==> src/drrip_pkg.sv <==
`timescale 1ns / 1ps
// ----------------------------------------------------------------------------
// drrip_pkg
// Shared constants, codes and types of the DRRIP dead-block replacement engine.
// ----------------------------------------------------------------------------
package drrip_pkg;

  // Default geometry
  localparam int DEF_NUM_SETS      = 2048;
  localparam int DEF_NUM_WAYS      = 16;
  localparam int DEF_LEADER_SETS   = 64;
  localparam int DEF_SELECTOR_BITS = 10;

  // Port field widths
  localparam int SET_W      = 11;
  localparam int WAY_W      = 4;
  localparam int MASK_W     = 16;
  localparam int SELV_W     = 10;
  localparam int PERIOD_W   = 20;
  localparam int SEED_W     = 16;
  localparam int CFG_IDX_W  = 1;
  localparam int CFG_DATA_W = 20;

  // Per-line state encoding
  localparam int LINE_W = 4;   // [1:0] re-reference value, [3:2] dead counter
  localparam logic [1:0] RRPV_NEAR    = 2'd0;
  localparam logic [1:0] RRPV_LONG    = 2'd2;
  localparam logic [1:0] RRPV_DISTANT = 2'd3;
  localparam logic [1:0] DEAD_MAX     = 2'd3;

  // Register indexes
  localparam logic [CFG_IDX_W-1:0] CFG_DECAY_PERIOD = 1'd0;
  localparam logic [CFG_IDX_W-1:0] CFG_RANDOM_SEED  = 1'd1;

  // Reset values
  localparam logic [PERIOD_W-1:0] PERIOD_RESET = 20'd100000;
  localparam logic [SEED_W-1:0]   SEED_RESET   = 16'd44257;

  // LFSR
  localparam logic [SEED_W-1:0] LFSR_TAPS = 16'hB400;
  localparam int BIMODAL_BITS = 5;   // 1-in-32 long insertion

  // Operation / reply codes
  localparam logic OP_VICTIM = 1'b0;
  localparam logic OP_UPDATE = 1'b1;

  // Request queue between front and back
  localparam int QDEPTH = 2;
  localparam int QPTR_W = 1;
  localparam int QCNT_W = 2;

  typedef struct packed {
    logic              op;
    logic [SET_W-1:0]  set_index;
    logic [WAY_W-1:0]  way_index;
    logic              was_hit;
    logic [MASK_W-1:0] valid_mask;
    logic              set_ok;
    logic              way_ok;
    logic              leader;
    logic              srrip_leader;
  } item_t;

  typedef enum logic [2:0] {
    BK_CLEAR,
    BK_IDLE,
    BK_DECAY,
    BK_FETCH,
    BK_EXEC
  } back_state_t;

endpackage

==> src/drrip_queue.sv <==
`timescale 1ns / 1ps
// ----------------------------------------------------------------------------
// drrip_queue
// Two-entry request FIFO decoupling the front from the back.
// ----------------------------------------------------------------------------
module drrip_queue (
  input  logic             clk,
  input  logic             rst_n,
  input  logic             push,
  input  drrip_pkg::item_t push_item,
  output logic             q_full,
  input  logic             pop,
  output logic             head_valid,
  output drrip_pkg::item_t head_item
);
  import drrip_pkg::*;

  item_t             q_mem [QDEPTH];
  logic [QPTR_W-1:0] wr_ptr_r, wr_ptr_nxt;
  logic [QPTR_W-1:0] rd_ptr_r, rd_ptr_nxt;
  logic [QCNT_W-1:0] cnt_r, cnt_nxt;

  assign q_full     = cnt_r == QCNT_W'(QDEPTH);
  assign head_valid = cnt_r != '0;
  assign head_item  = q_mem[rd_ptr_r];

  always_comb begin
    wr_ptr_nxt = push ? wr_ptr_r + 1'b1 : wr_ptr_r;
    rd_ptr_nxt = pop ? rd_ptr_r + 1'b1 : rd_ptr_r;
    cnt_nxt    = cnt_r;
    if (push && !pop) begin
      cnt_nxt = cnt_r + 1'b1;
    end else if (pop && !push) begin
      cnt_nxt = cnt_r - 1'b1;
    end
  end

  always_ff @(posedge clk) begin
    if (!rst_n) begin
      wr_ptr_r <= '0;
      rd_ptr_r <= '0;
      cnt_r    <= '0;
    end else begin
      wr_ptr_r <= wr_ptr_nxt;
      rd_ptr_r <= rd_ptr_nxt;
      cnt_r    <= cnt_nxt;
    end
  end

  always_ff @(posedge clk) begin
    if (push) begin
      q_mem[wr_ptr_r] <= push_item;
    end
  end

endmodule

==> config.mk <==
export PLATFORM = sky130hd
export DESIGN_NAME = drrip_queue
export DESIGN_NICKNAME = d
export VERILOG_FILES = /design/src/drrip_pkg.sv /design/src/drrip_queue.sv
export SDC_FILE = /design/constraint.sdc
export NUM_CORES = 1
export LEC_CHECK = 0
export ABC_CLOCK_PERIOD_IN_PS = 2800
export BUFFER_PORTS_ARGS = -buffer_cell sky130_fd_sc_hd__buf_2
export CAP_MARGIN = 20
export CORE_MARGIN = 2
export CORE_UTILIZATION = 50
export DETAILED_ROUTE_END_ITERATION = 16
export PLACE_DENSITY = 0.89
export REMOVE_ABC_BUFFERS = 1
export SETUP_SLACK_MARGIN = 0.02
export SYNTH_ARGS = -nofsm -noshare
export SYNTH_HDL_FRONTEND = slang
export SYNTH_SLANG_ARGS = --single-unit
==> constraint.sdc <==
create_clock -name clk -period 2.8 [get_ports clk]
set_input_delay 0.28 -clock clk [delete_from_list [all_inputs] [get_ports clk]]
set_output_delay 0.28 -clock clk [all_outputs]
set_load 0.01 [all_outputs]
# Word level (Yosys, flattened, before mapping)
# Memory sizes are Yosys's and may differ from the RTL's. A register that Yosys moved wholly into a read port is not among the register bits.
# Cells that the tools add are included.
op_classes:
  n_addsub: 4
  eq_ne: 1
  mux: 6
  n_reduce_logical: 6
op_table:
  columns: ["operator", "count"]
  rows:
  - ["1-bit two-way mux", 4]
  - ["2-bit two-way mux", 2]
  - ["2-bit nonzero test", 2]
  - ["1-bit adder (second input constant)", 2]
  - ["2-bit by 1-bit adder with 2-bit output (second input constant)", 1]
  - ["2-bit equality test (second input constant)", 1]
  - ["1-bit logical AND", 2]
  - ["1-bit logical NOT", 2]
  - ["2-bit by 1-bit subtractor with 2-bit output (second input constant)", 1]
word_totals:
  reg_bits: 4
  ram_bits: 74
  out_inout_bits: 39
  word_cells: 21
  n_memories: 1
mem_list:
  columns: ["name", "words", "word_bits", "rd", "rd_ports_with_merged_regs", "wr", "line_no", "text"]
  rows:
  - ["q_mem", 2, 37, 1, 1, 1, "drrip_queue.sv:18", "item_t q_mem [QDEPTH];"]

# Longest topological paths before layout
# Gate-level depths: netlist (run 1).
depth:
  word_depth: 4
  depth_mapped: 5
  ltp_nobuf: 5

# Worst setup path after synthesis (run 1)
# No wires, ideal clock.
synth_timing:
  path_type: "flip-flop to flip-flop"
  from: "reg wr_ptr_r"
  to: "mem q_mem[0][0] (netlist name) (enable)"
  setup_ns: 0.437
  arrival_ns: 1.995
  t_required_ns: 2.363
  path_slack_ns: 0.369
  path_stages_with_launch: 2
  path_buffers: 0
  synth_period_minus_slack_ns: 2.431
  cell_sequence: "dfxtp_1 -> nor2b_1"
synth_lines:
  columns: ["item", "line_no", "text"]
  rows:
  - ["start, declared", "drrip_queue.sv:19", "logic [QPTR_W-1:0] wr_ptr_r, wr_ptr_nxt;"]
  - ["start signal, assigned", "drrip_queue.sv:44", "wr_ptr_r <= wr_ptr_nxt;"]
  - ["end, declared", "drrip_queue.sv:18", null]
# No word-level cell before the write port.

==> metrics.txt, run 1 <==
run status complete, no violations; hold path startpoint push_item[10]; Setup TNS Final 0 ns; Synth Area per Inst 21.2 µm²; I/O pin count 80; Pwr Density 683 nW/µm²; Final Setup Violations 0; WHS 0.131 ns; MaxCap Viol Count 0; CTS root buf clkbuf_8; most common cell in the netlist edfxtp_1; Final min period 2.09 ns; Critical Path Sink Type primary output; global route total overflow 0; Final Core Density 0.640; RSZ-0062 raised after global routing false; Async SR Flop Fraction 0; Vias 1496; final wirelength 4720 µm; Starting Density 0.523; Hold Vio Cnt, Final 0; Synth Instances 137; Nets 266; Synth top area share 0.767; startpoint types register; Ys Warns 0; # diodes 0; die area 6420 µm²; layout cells sized above 1 0.590; Peak Freq 478 MHz; kind of critical path register to primary output; Post-synth EDFFs 74; critical path cell sequence mux2_2, buf_2; worst-path fanout max 37; total CTS buffers 9; I/O Buffers 79; GP Congestion 0.716; Top FF cell, synth edfxtp_1; synth-to-layout area growth 22.4%; r2r startpoint wr_ptr_r$_SDFFE_PN0P_; Total GRT Usage 0.155; Worst Hold Endpoint q_mem[1][10]$_DFFE_PP_; worst hold path class input pin to register; leakage 1.35 nW; slew margin rel. 0.397; row count 27; Die Y 80.1 µm; commonest cells in the netlist edfxtp_1 (74), mux2_2 (37), dfxtp_1 (5), and2_1 (4), buf_6 (3); Hold Path Cell Cnt 1; worst path arrival time 1.81 ns; R2R cell count 1; fin crit share 0.747; CP delay by family, top flip-flops; first-pass GRT wire length 7200 µm; Slew Viols, Final 0; dominant cell type by area after synthesis edfxtp_1; DRT Pass-1 Iters 4; TritonCTS clock tree done; worst path required time 2.52 ns; CTS Sinks 79; clock tree buffer depth 2; vias per cell 4.97; initial antenna violation count 0; Worst Max-Slew Pin Slew 0.905 ns; drc violations 0; Hold Buf Count CTS 0; core box area 5540 µm²; Routed WL per cell 15.7 µm; setup bufs post-CTS 0; flop2flop setup slack 1.26 ns; ANT nets after route 0; Area contributors post-synth edfxtp_1 (77%), mux2_2 (14%), dfxtp_1 (3.5%), buf_6 (1.2%), and2_1 (0.86%); # H-tree levels 3; die width 80.1 µm; largest net degree at the start of global routing 38; Post-Syn Area 2900 µm²; Detail Placement HPWL 3160 µm; CP Buf/Inv Count 1; register area share after synthesis 0.801; worst r2r dst q_mem[1][6]$_DFFE_PP_; Largest stage delay, worst path 0.91 ns; CTS resizes 0; CP max-delay cell dfxtp_2; distinct cell type count of the synthesized netlist 17; clk_skew 0.00915 ns; post-synthesis register bit count 79; clk_lat worst skew 0.33 ns; Max VDD drop 396 µV; vias in the first global route 1586; clock transition at the registers of the reported paths 0.08 ns; initial drt markers 49
## metrics by stage
stage,area [µm²],instances,total power (W),worst slack (ns)
after detailed placement,3360,285,0.00168,1.04
after CTS,3550,301,0.00246,0.670
after global placement,3360,285,0.00167,1.04
after global routing,3550,301,0.00252,0.607
final,3550,301,0.00242,0.709
after floorplan,2860,133,0.00156,0.369
## cell type report
cell class | instances | area (µm²)
fill | 406 | 1990
multi-input combinational | 53 | 543
clock buffer | 12 | 135
sequential | 79 | 2320
timing repair buffer | 80 | 403
inverter | 1 | 3.75
clock inverter | 4 | 48.8
tap | 72 | 90.1
## metal layers
layer / part of all wire / vias to the layer above / global-route usage
met4: 0.010 / 0 / 0.0610
met2: 0.54 / 47 / 0.282
li1: - / 708 / -
met5: 0 / - / 0
met1: 0.39 / 736 / 0.176
met3: 0.051 / 5 / 0.0371
## cells by family (layout without fill, tap and decap cells)
kind of cell,Yosys count,after routing,synth area share
adders and majority gates,1,1,0.00432
DFF,79,79,0.801
buffers and inverters,5,97,0.0147
muxes,37,37,0.144
and+or+nand+nor,9,9,0.0203
xor gates and xnor gates,3,3,0.00907
AOI/OAI and AO/OA,3,3,0.00691
## layout by cell type (no fill, tap or decap), types with 2 or more instances in the layout
master,synthesis,routed
and2_1,4,3
buf_2,1,79
clkbuf_1,0,3
clkbuf_8,0,9
clkinv_2,0,2
dfxtp_1,5,4
edfxtp_1,74,74
mux2_2,37,37
xor2_1,2,2
## how the worst max path moves through the flow
stage                          startpoint                     to  slack (ns)  cells past startpoint
global placement                 register          head_item[21]        1.04                      2
detailed placement               register          head_item[21]        1.04                      2
floorplan           wr_ptr_r$_SDFFE_PN0P_  q_mem[0][0]$_DFFE_PP_        0.37                      1
finish                           register          head_item[21]        0.71                      2
global route                     register           head_item[0]        0.61                      2
CTS                              register          head_item[21]        0.67                      2
## state kept, by name (all words and copies together) (netlist names), named ones only
register / count
cnt_r: 2
wr_ptr_r: 1
q_mem: 74
rd_ptr_r: 1
## report_power, final
part | switching (W) | total (W) | internal, W | leakage, nW
clock network | 0.000366 | 0.000777 | 0.000412 | 0.0943
registers | 0.0000385 | 0.00140 | 0.00136 | 0.736
logic | 0.000115 | 0.000247 | 0.000132 | 0.522
Note: power is estimated with default switching activity, not from simulation.
==> run 2, diff against run 1 <==
--- a/config.mk
+++ b/config.mk
@@ -5,7 +5,7 @@
 export SDC_FILE = /design/constraint.sdc
 export NUM_CORES = 1
 export LEC_CHECK = 0
-export ABC_CLOCK_PERIOD_IN_PS = 2800
+export ABC_CLOCK_PERIOD_IN_PS = 2100
 export BUFFER_PORTS_ARGS = -buffer_cell sky130_fd_sc_hd__buf_2
 export CAP_MARGIN = 20
 export CORE_MARGIN = 2
==> constraint.sdc (replaced) <==
create_clock -name clk -period 2.1 [get_ports clk]
set_input_delay 0.21 -clock clk [delete_from_list [all_inputs] [get_ports clk]]
set_output_delay 0.21 -clock clk [all_outputs]
set_load 0.01 [all_outputs]
==> run 2 against run 1 <==
Register-to-register slack lost 0.44 ns. Core utilization increased by 0.50 points. Clock power up 25%. Sequential share of layout area shrank 0.50 points. Worst setup slack got worse by 0.48 ns. Power increased by 31%. Via count decreased by 1.9%. Combinational power rose by 44%. Wire length shrank 0.40%. Critical endpoint is now head_item[0]. Non-clock buffer count increased by 2. Clock skew fell by 0.0033 ns. Die area unchanged.
==> metrics.txt, run 2 (synthesized netlist as in run 1, its figures left out) <==
Final Setup Violations 0 (unchanged); clock transition at the registers of the reported paths 0.08 ns (about the same); setup bufs post-CTS 0 (unchanged); routed wl met3 281 µm (+16%); RSZ-0062 raised after global routing false; vias in the first global route 1519 (-4.2%); synth-to-layout area growth 23.3%; TritonCTS clock tree done; Hold Vio Cnt, Final 0 (unchanged); worst hold path class input pin to register; top layer reached by signal wires met4; Total GRT Usage 0.153 (-0.00241); slew margin rel. 0.664 (+0.267); initial antenna violation count 0 (unchanged); leakage 1.36 nW (+0.64%); fin crit share 0.891; worst-path fanout max 22 (-41%); Hold Path Cell Cnt 1 (unchanged); Final min period 1.87 ns; Slew Viols, Final 0 (unchanged); global route total overflow 0 (unchanged); DRT Pass-1 Iters 4 (unchanged); clk_lat worst skew 0.34 ns (about the same); multi-input combinational cell area 543 µm² (unchanged); I/O Buffers 79 (unchanged); R2R cell count 2 (+1); fillers 407 (+0.25%); most common cell after layout, fill and taps aside buf_2; core box area 5540 µm² (unchanged); FF+latch area 2320 µm² (unchanged); Final WS setup 0.228 ns (-0.481 ns); drc violations 0 (unchanged); # H-tree levels 3 (unchanged); clk_skew 0.00583 ns (-0.00333 ns); Vias 1468 (-1.9%); die area 6420 µm² (unchanged); initial drt markers 71 (+45%); Die Y 80.1 µm (unchanged); Max VDD drop 584 µV (+48%); CTS Sinks 79 (unchanged); Routed WL per cell 15.5 µm (-1.1%); row count 27 (unchanged); Nets 268 (+0.75%); Detail Placement HPWL 3090 µm (-2.2%); CTS resizes 0 (unchanged); Largest regs q_mem: 74 flops, cnt_r: 2 flops; number of flip-flops in the largest register 74 (unchanged); MaxCap Viol Count 0 (unchanged); ANT nets after route 0 (unchanged); final wirelength 4700 µm (-0.40%); kind of critical path register to primary output; clock tree buffer depth 2 (unchanged); Peak Freq 534 MHz; met2 WL 2520 µm (-1.9%); Worst Max-Slew Pin Slew 0.504 ns (-0.401 ns); most frequent cells in the layout buf_2 (79), edfxtp_1 (74), mux2_2 (37); Pwr Density 889 nW/µm² (+30%); WHS 0.0508 ns (-0.0806 ns); # diodes 0 (unchanged); layout cells sized above 1 0.606 (+0.0165); largest net degree at the start of global routing 39 (+2.6%); wire length on met1 1860 µm (-0.38%); worst path required time 1.89 ns (-0.63 ns); worst path arrival time 1.66 ns (-0.15 ns); GP Congestion 0.736 (+2.8%); vias per cell 4.84 (-2.5%); CTS root buf clkbuf_8; first-pass GRT wire length 7060 µm (-1.9%); Starting Density 0.523 (unchanged); Critical Path Sink Type primary output; total CTS buffers 9 (unchanged); I/O pin count 80 (unchanged); Hold Buf Count CTS 0 (unchanged); run status complete, no violations; startpoint types register; dpl ws 0.584 ns (-0.456 ns); die width 80.1 µm (unchanged); Reg with most FFs q_mem
-- run 2: cell types whose count changed in the layout (fill, tap and decap cells not counted), moves of 2 or more --
cell	delta
clkbuf_1	-3
buf_12	+2
inv_6	+2
clkinvlp_4	+2
-- run 2: power breakdown --
part | switching (W) | total, W | internal (W)
registers | 0.0000367 | 0.00185 | 0.00181
logic | 0.000170 | 0.000356 | 0.000185
clock network | 0.000540 | 0.000971 | 0.000430
total | 0.000747 | 0.00318 | 0.00243
-- run 2: stage by stage --
step | TNS [ns] | cell area, µm² | total power, W | std cells | utilization
6_report | 0 | 3570 | 0.00318 | 303 | 0.645
5_1_grt | 0 | 3570 | 0.00331 | 303 | 0.645
4_1_cts | 0 | 3570 | 0.00321 | 303 | 0.645
3_5_place_dp | 0 | 3400 | 0.00225 | 287 | 0.614
3_3_place_gp | 0 | 3400 | 0.00223 | 287 | 0.614
2_1_floorplan | -12.50 | 2860 | 0.00208 | 133 | -
-- run 2: area by class of cell --
cell class | count | share of cell area
Clock buffer | 9 | 0.0347
Sequential cell | 79 | 0.650
Tap cell | 72 | 0.0252
Clock inverter | 7 | 0.0133
Timing Repair Buffer | 82 | 0.124
Inverter | 1 | 0.00105
Multi-Input combinational cell | 53 | 0.152
-- run 2: path summary, 6_finish.rpt --
check	startpoint	end	slack, ns
hold reg to reg	cnt_r[1]$_SDFFE_PN0P_	cnt_r[1]$_SDFFE_PN0P_	0.52
hold / removal	push_item[29]	q_mem[0][29]$_DFFE_PP_	0.05
setup reg to reg	wr_ptr_r$_SDFFE_PN0P_	q_mem[1][17]$_DFFE_PP_	0.82
setup / recovery	register	head_item[0]	0.23
-- run 2: worst max-delay path, cell delays in order (launching register included) --
cell,delay (ns)
dfxtp_2,0.58
buf_12,0.23
mux2_2,0.36
buf_2,0.14
-- run 2: per-layer routing --
layer | vias up | global-route usage
li1 | 709 | -
met1 | 703 | 0.172
met2 | 51 | 0.266
met3 | 5 | 0.0393
met4 | 0 | 0.0814
met5 | - | 0
==> run 3, diff against run 2 <==
--- a/config.mk
+++ b/config.mk
@@ -8,11 +8,10 @@
 export ABC_CLOCK_PERIOD_IN_PS = 2100
 export BUFFER_PORTS_ARGS = -buffer_cell sky130_fd_sc_hd__buf_2
 export CAP_MARGIN = 20
-export CORE_MARGIN = 2
+export CORE_MARGIN = 4
 export CORE_UTILIZATION = 50
 export DETAILED_ROUTE_END_ITERATION = 16
 export PLACE_DENSITY = 0.89
-export REMOVE_ABC_BUFFERS = 1
 export SETUP_SLACK_MARGIN = 0.02
 export SYNTH_ARGS = -nofsm -noshare
 export SYNTH_HDL_FRONTEND = slang
==> run 3 against run 2 <==
Final area increased by 2.7%. Critical path type unchanged. Combinational power increased by 5%. Largest cell class unchanged. Clock power rose by 45%. Hold slack better by 0.0089 ns. Power up 14%.
==> metrics.txt, run 3 (synthesized netlist as in run 1, its figures left out) <==
run status complete, no violations; # H-tree levels 3 (unchanged); Nets 269 (+0.37%); vias in the first global route 1704 (+12%); first-pass GRT wire length 8300 µm (+18%); Hold Buf Count CTS 0 (unchanged); Pwr Density 988 nW/µm² (+11%); Total GRT Usage 0.154 (+0.00141); Synthesized Nets 179; CP delay by family, top buffers and inverters; CP max-delay cell mux2_2; worst-path fanout max 21 (-4.5%); Final Setup Violations 0 (unchanged); layout cells sized above 1 0.603 (-0.00261); ANT nets after route 0 (unchanged); slew margin rel. 0.707 (+0.0431); Starting Density 0.520 (-0.00317); Setup TNS Final 0 ns (unchanged); die area 7080 µm² (+10%); row count 27 (unchanged); most frequent cells in the layout buf_2 (79), edfxtp_1 (74), mux2_2 (37); FF+latch area 2320 µm² (unchanged); worst hold path class input pin to register; Peak Freq 592 MHz (+11%); CTS Sinks 79 (unchanged); critical path cell sequence buf_4, mux2_2, buf_2; die width 84.1 µm (+5.0%); TritonCTS clock tree done; most common cell after layout, fill and taps aside buf_2; kind of critical path register to primary output; RSZ-0062 raised after global routing false; Max VDD drop 688 µV (+18%); Vias 1471 (+0.20%); initial drt markers 64 (-9.9%); clock tree buffer depth 2 (unchanged); initial antenna violation count 0 (unchanged); MaxCap Viol Count 0 (unchanged); Largest regs q_mem: 74 flops, cnt_r: 2 flops; CTS root buf clkbuf_8; fin crit share 0.805 (-0.0866); DRT Pass-1 Iters 4 (unchanged); clock transition at the registers of the reported paths 0.08 ns (about the same); fillers 401 (-1.5%); number of flip-flops in the largest register 74 (unchanged); leakage 1.41 nW (+3.4%); Slew Viols, Final 0 (unchanged); drc violations 0 (unchanged); Routed WL per cell 16.7 µm (+7.7%); global route total overflow 0 (unchanged); CP Buf/Inv Count 2 (unchanged); I/O Buffers 79 (unchanged); Hold Vio Cnt, Final 0 (unchanged); CTS resizes 0 (unchanged); Worst Max-Slew Pin Slew 0.439 ns (-0.0656 ns); startpoint types register; total CTS buffers 9 (unchanged); Critical Path Sink Type primary output; I/O pin count 80 (unchanged); core box area 5570 µm² (+0.61%); Final min period 1.69 ns (-0.182 ns); # diodes 0 (unchanged); final wirelength 5080 µm (+8.0%); worst path required time 1.89 ns (about the same); largest net degree at the start of global routing 27 (-31%); Die Y 84.1 µm (+5.0%); Reg with most FFs q_mem; clk_lat worst skew 0.33 ns (about the same); clk_skew 0.00493 ns (-0.000894 ns); multi-input combinational cell area 543 µm² (unchanged); worst path arrival time 1.48 ns (-0.18 ns); Largest stage delay, worst path 0.39 ns (-0.19 ns); setup bufs post-CTS 0 (unchanged); Final WS setup 0.410 ns (+0.182 ns); Detail Placement HPWL 3460 µm (+12%); vias per cell 4.84 (-0.13%); dpl ws 0.754 ns (+0.170 ns); synth-to-layout area growth 26.6%; GP Congestion 0.708 (-3.7%); flop2flop setup slack 0.76 ns (-0.06 ns)
-- run 3: final cells by class --
class | count | area share
Clock buffer | 10 | 0.0348
Clock inverter | 6 | 0.0361
Inverter | 1 | 0.00102
Multi-Input combinational cell | 53 | 0.148
Sequential cell | 79 | 0.633
Tap cell | 72 | 0.0245
Timing Repair Buffer | 83 | 0.123
-- run 3: final timing paths --
path | cells past startpoint | to | from
max | 3 | head_item[13] | register
min | 1 | q_mem[1][20]$_DFFE_PP_ | push_item[20]
max reg2reg | 2 | q_mem[1][17]$_DFFE_PP_ | wr_ptr_r$_SDFFE_PN0P_
min reg2reg | 2 | cnt_r[1]$_SDFFE_PN0P_ | cnt_r[1]$_SDFFE_PN0P_
-- run 3: power by group --
| group | leakage (nW) | switching, W | internal, W |
|---|---|---|---|
| sequential | 0.736 | 0.0000250 | 0.00181 |
| clock | 0.126 | 0.000505 | 0.000908 |
| combinational | 0.544 | 0.000186 | 0.000187 |
| total | 1.41 | 0.000716 | 0.00291 |
-- run 3: layer usage --
metal	routed length, µm	vias up	GRT usage
met5	0	-	0
met4	72	0	0.0746
li1	-	709	-
met3	399	7	0.0500
met1	2070	694	0.183
met2	2540	61	0.255
-- run 3: through the flow --
stage | total power, W | util | area (µm²) | std cells | hold WS, ns
after floorplan | 0.00209 | - | 2900 | 137 | 0.309
after global placement | 0.00224 | 0.612 | 3410 | 288 | 0.399
after detailed placement | 0.00225 | 0.612 | 3410 | 288 | 0.402
after CTS | 0.00367 | 0.659 | 3670 | 304 | 0.0405
after global routing | 0.00377 | 0.659 | 3670 | 304 | 0.0406
final | 0.00363 | 0.659 | 3670 | 304 | 0.0598
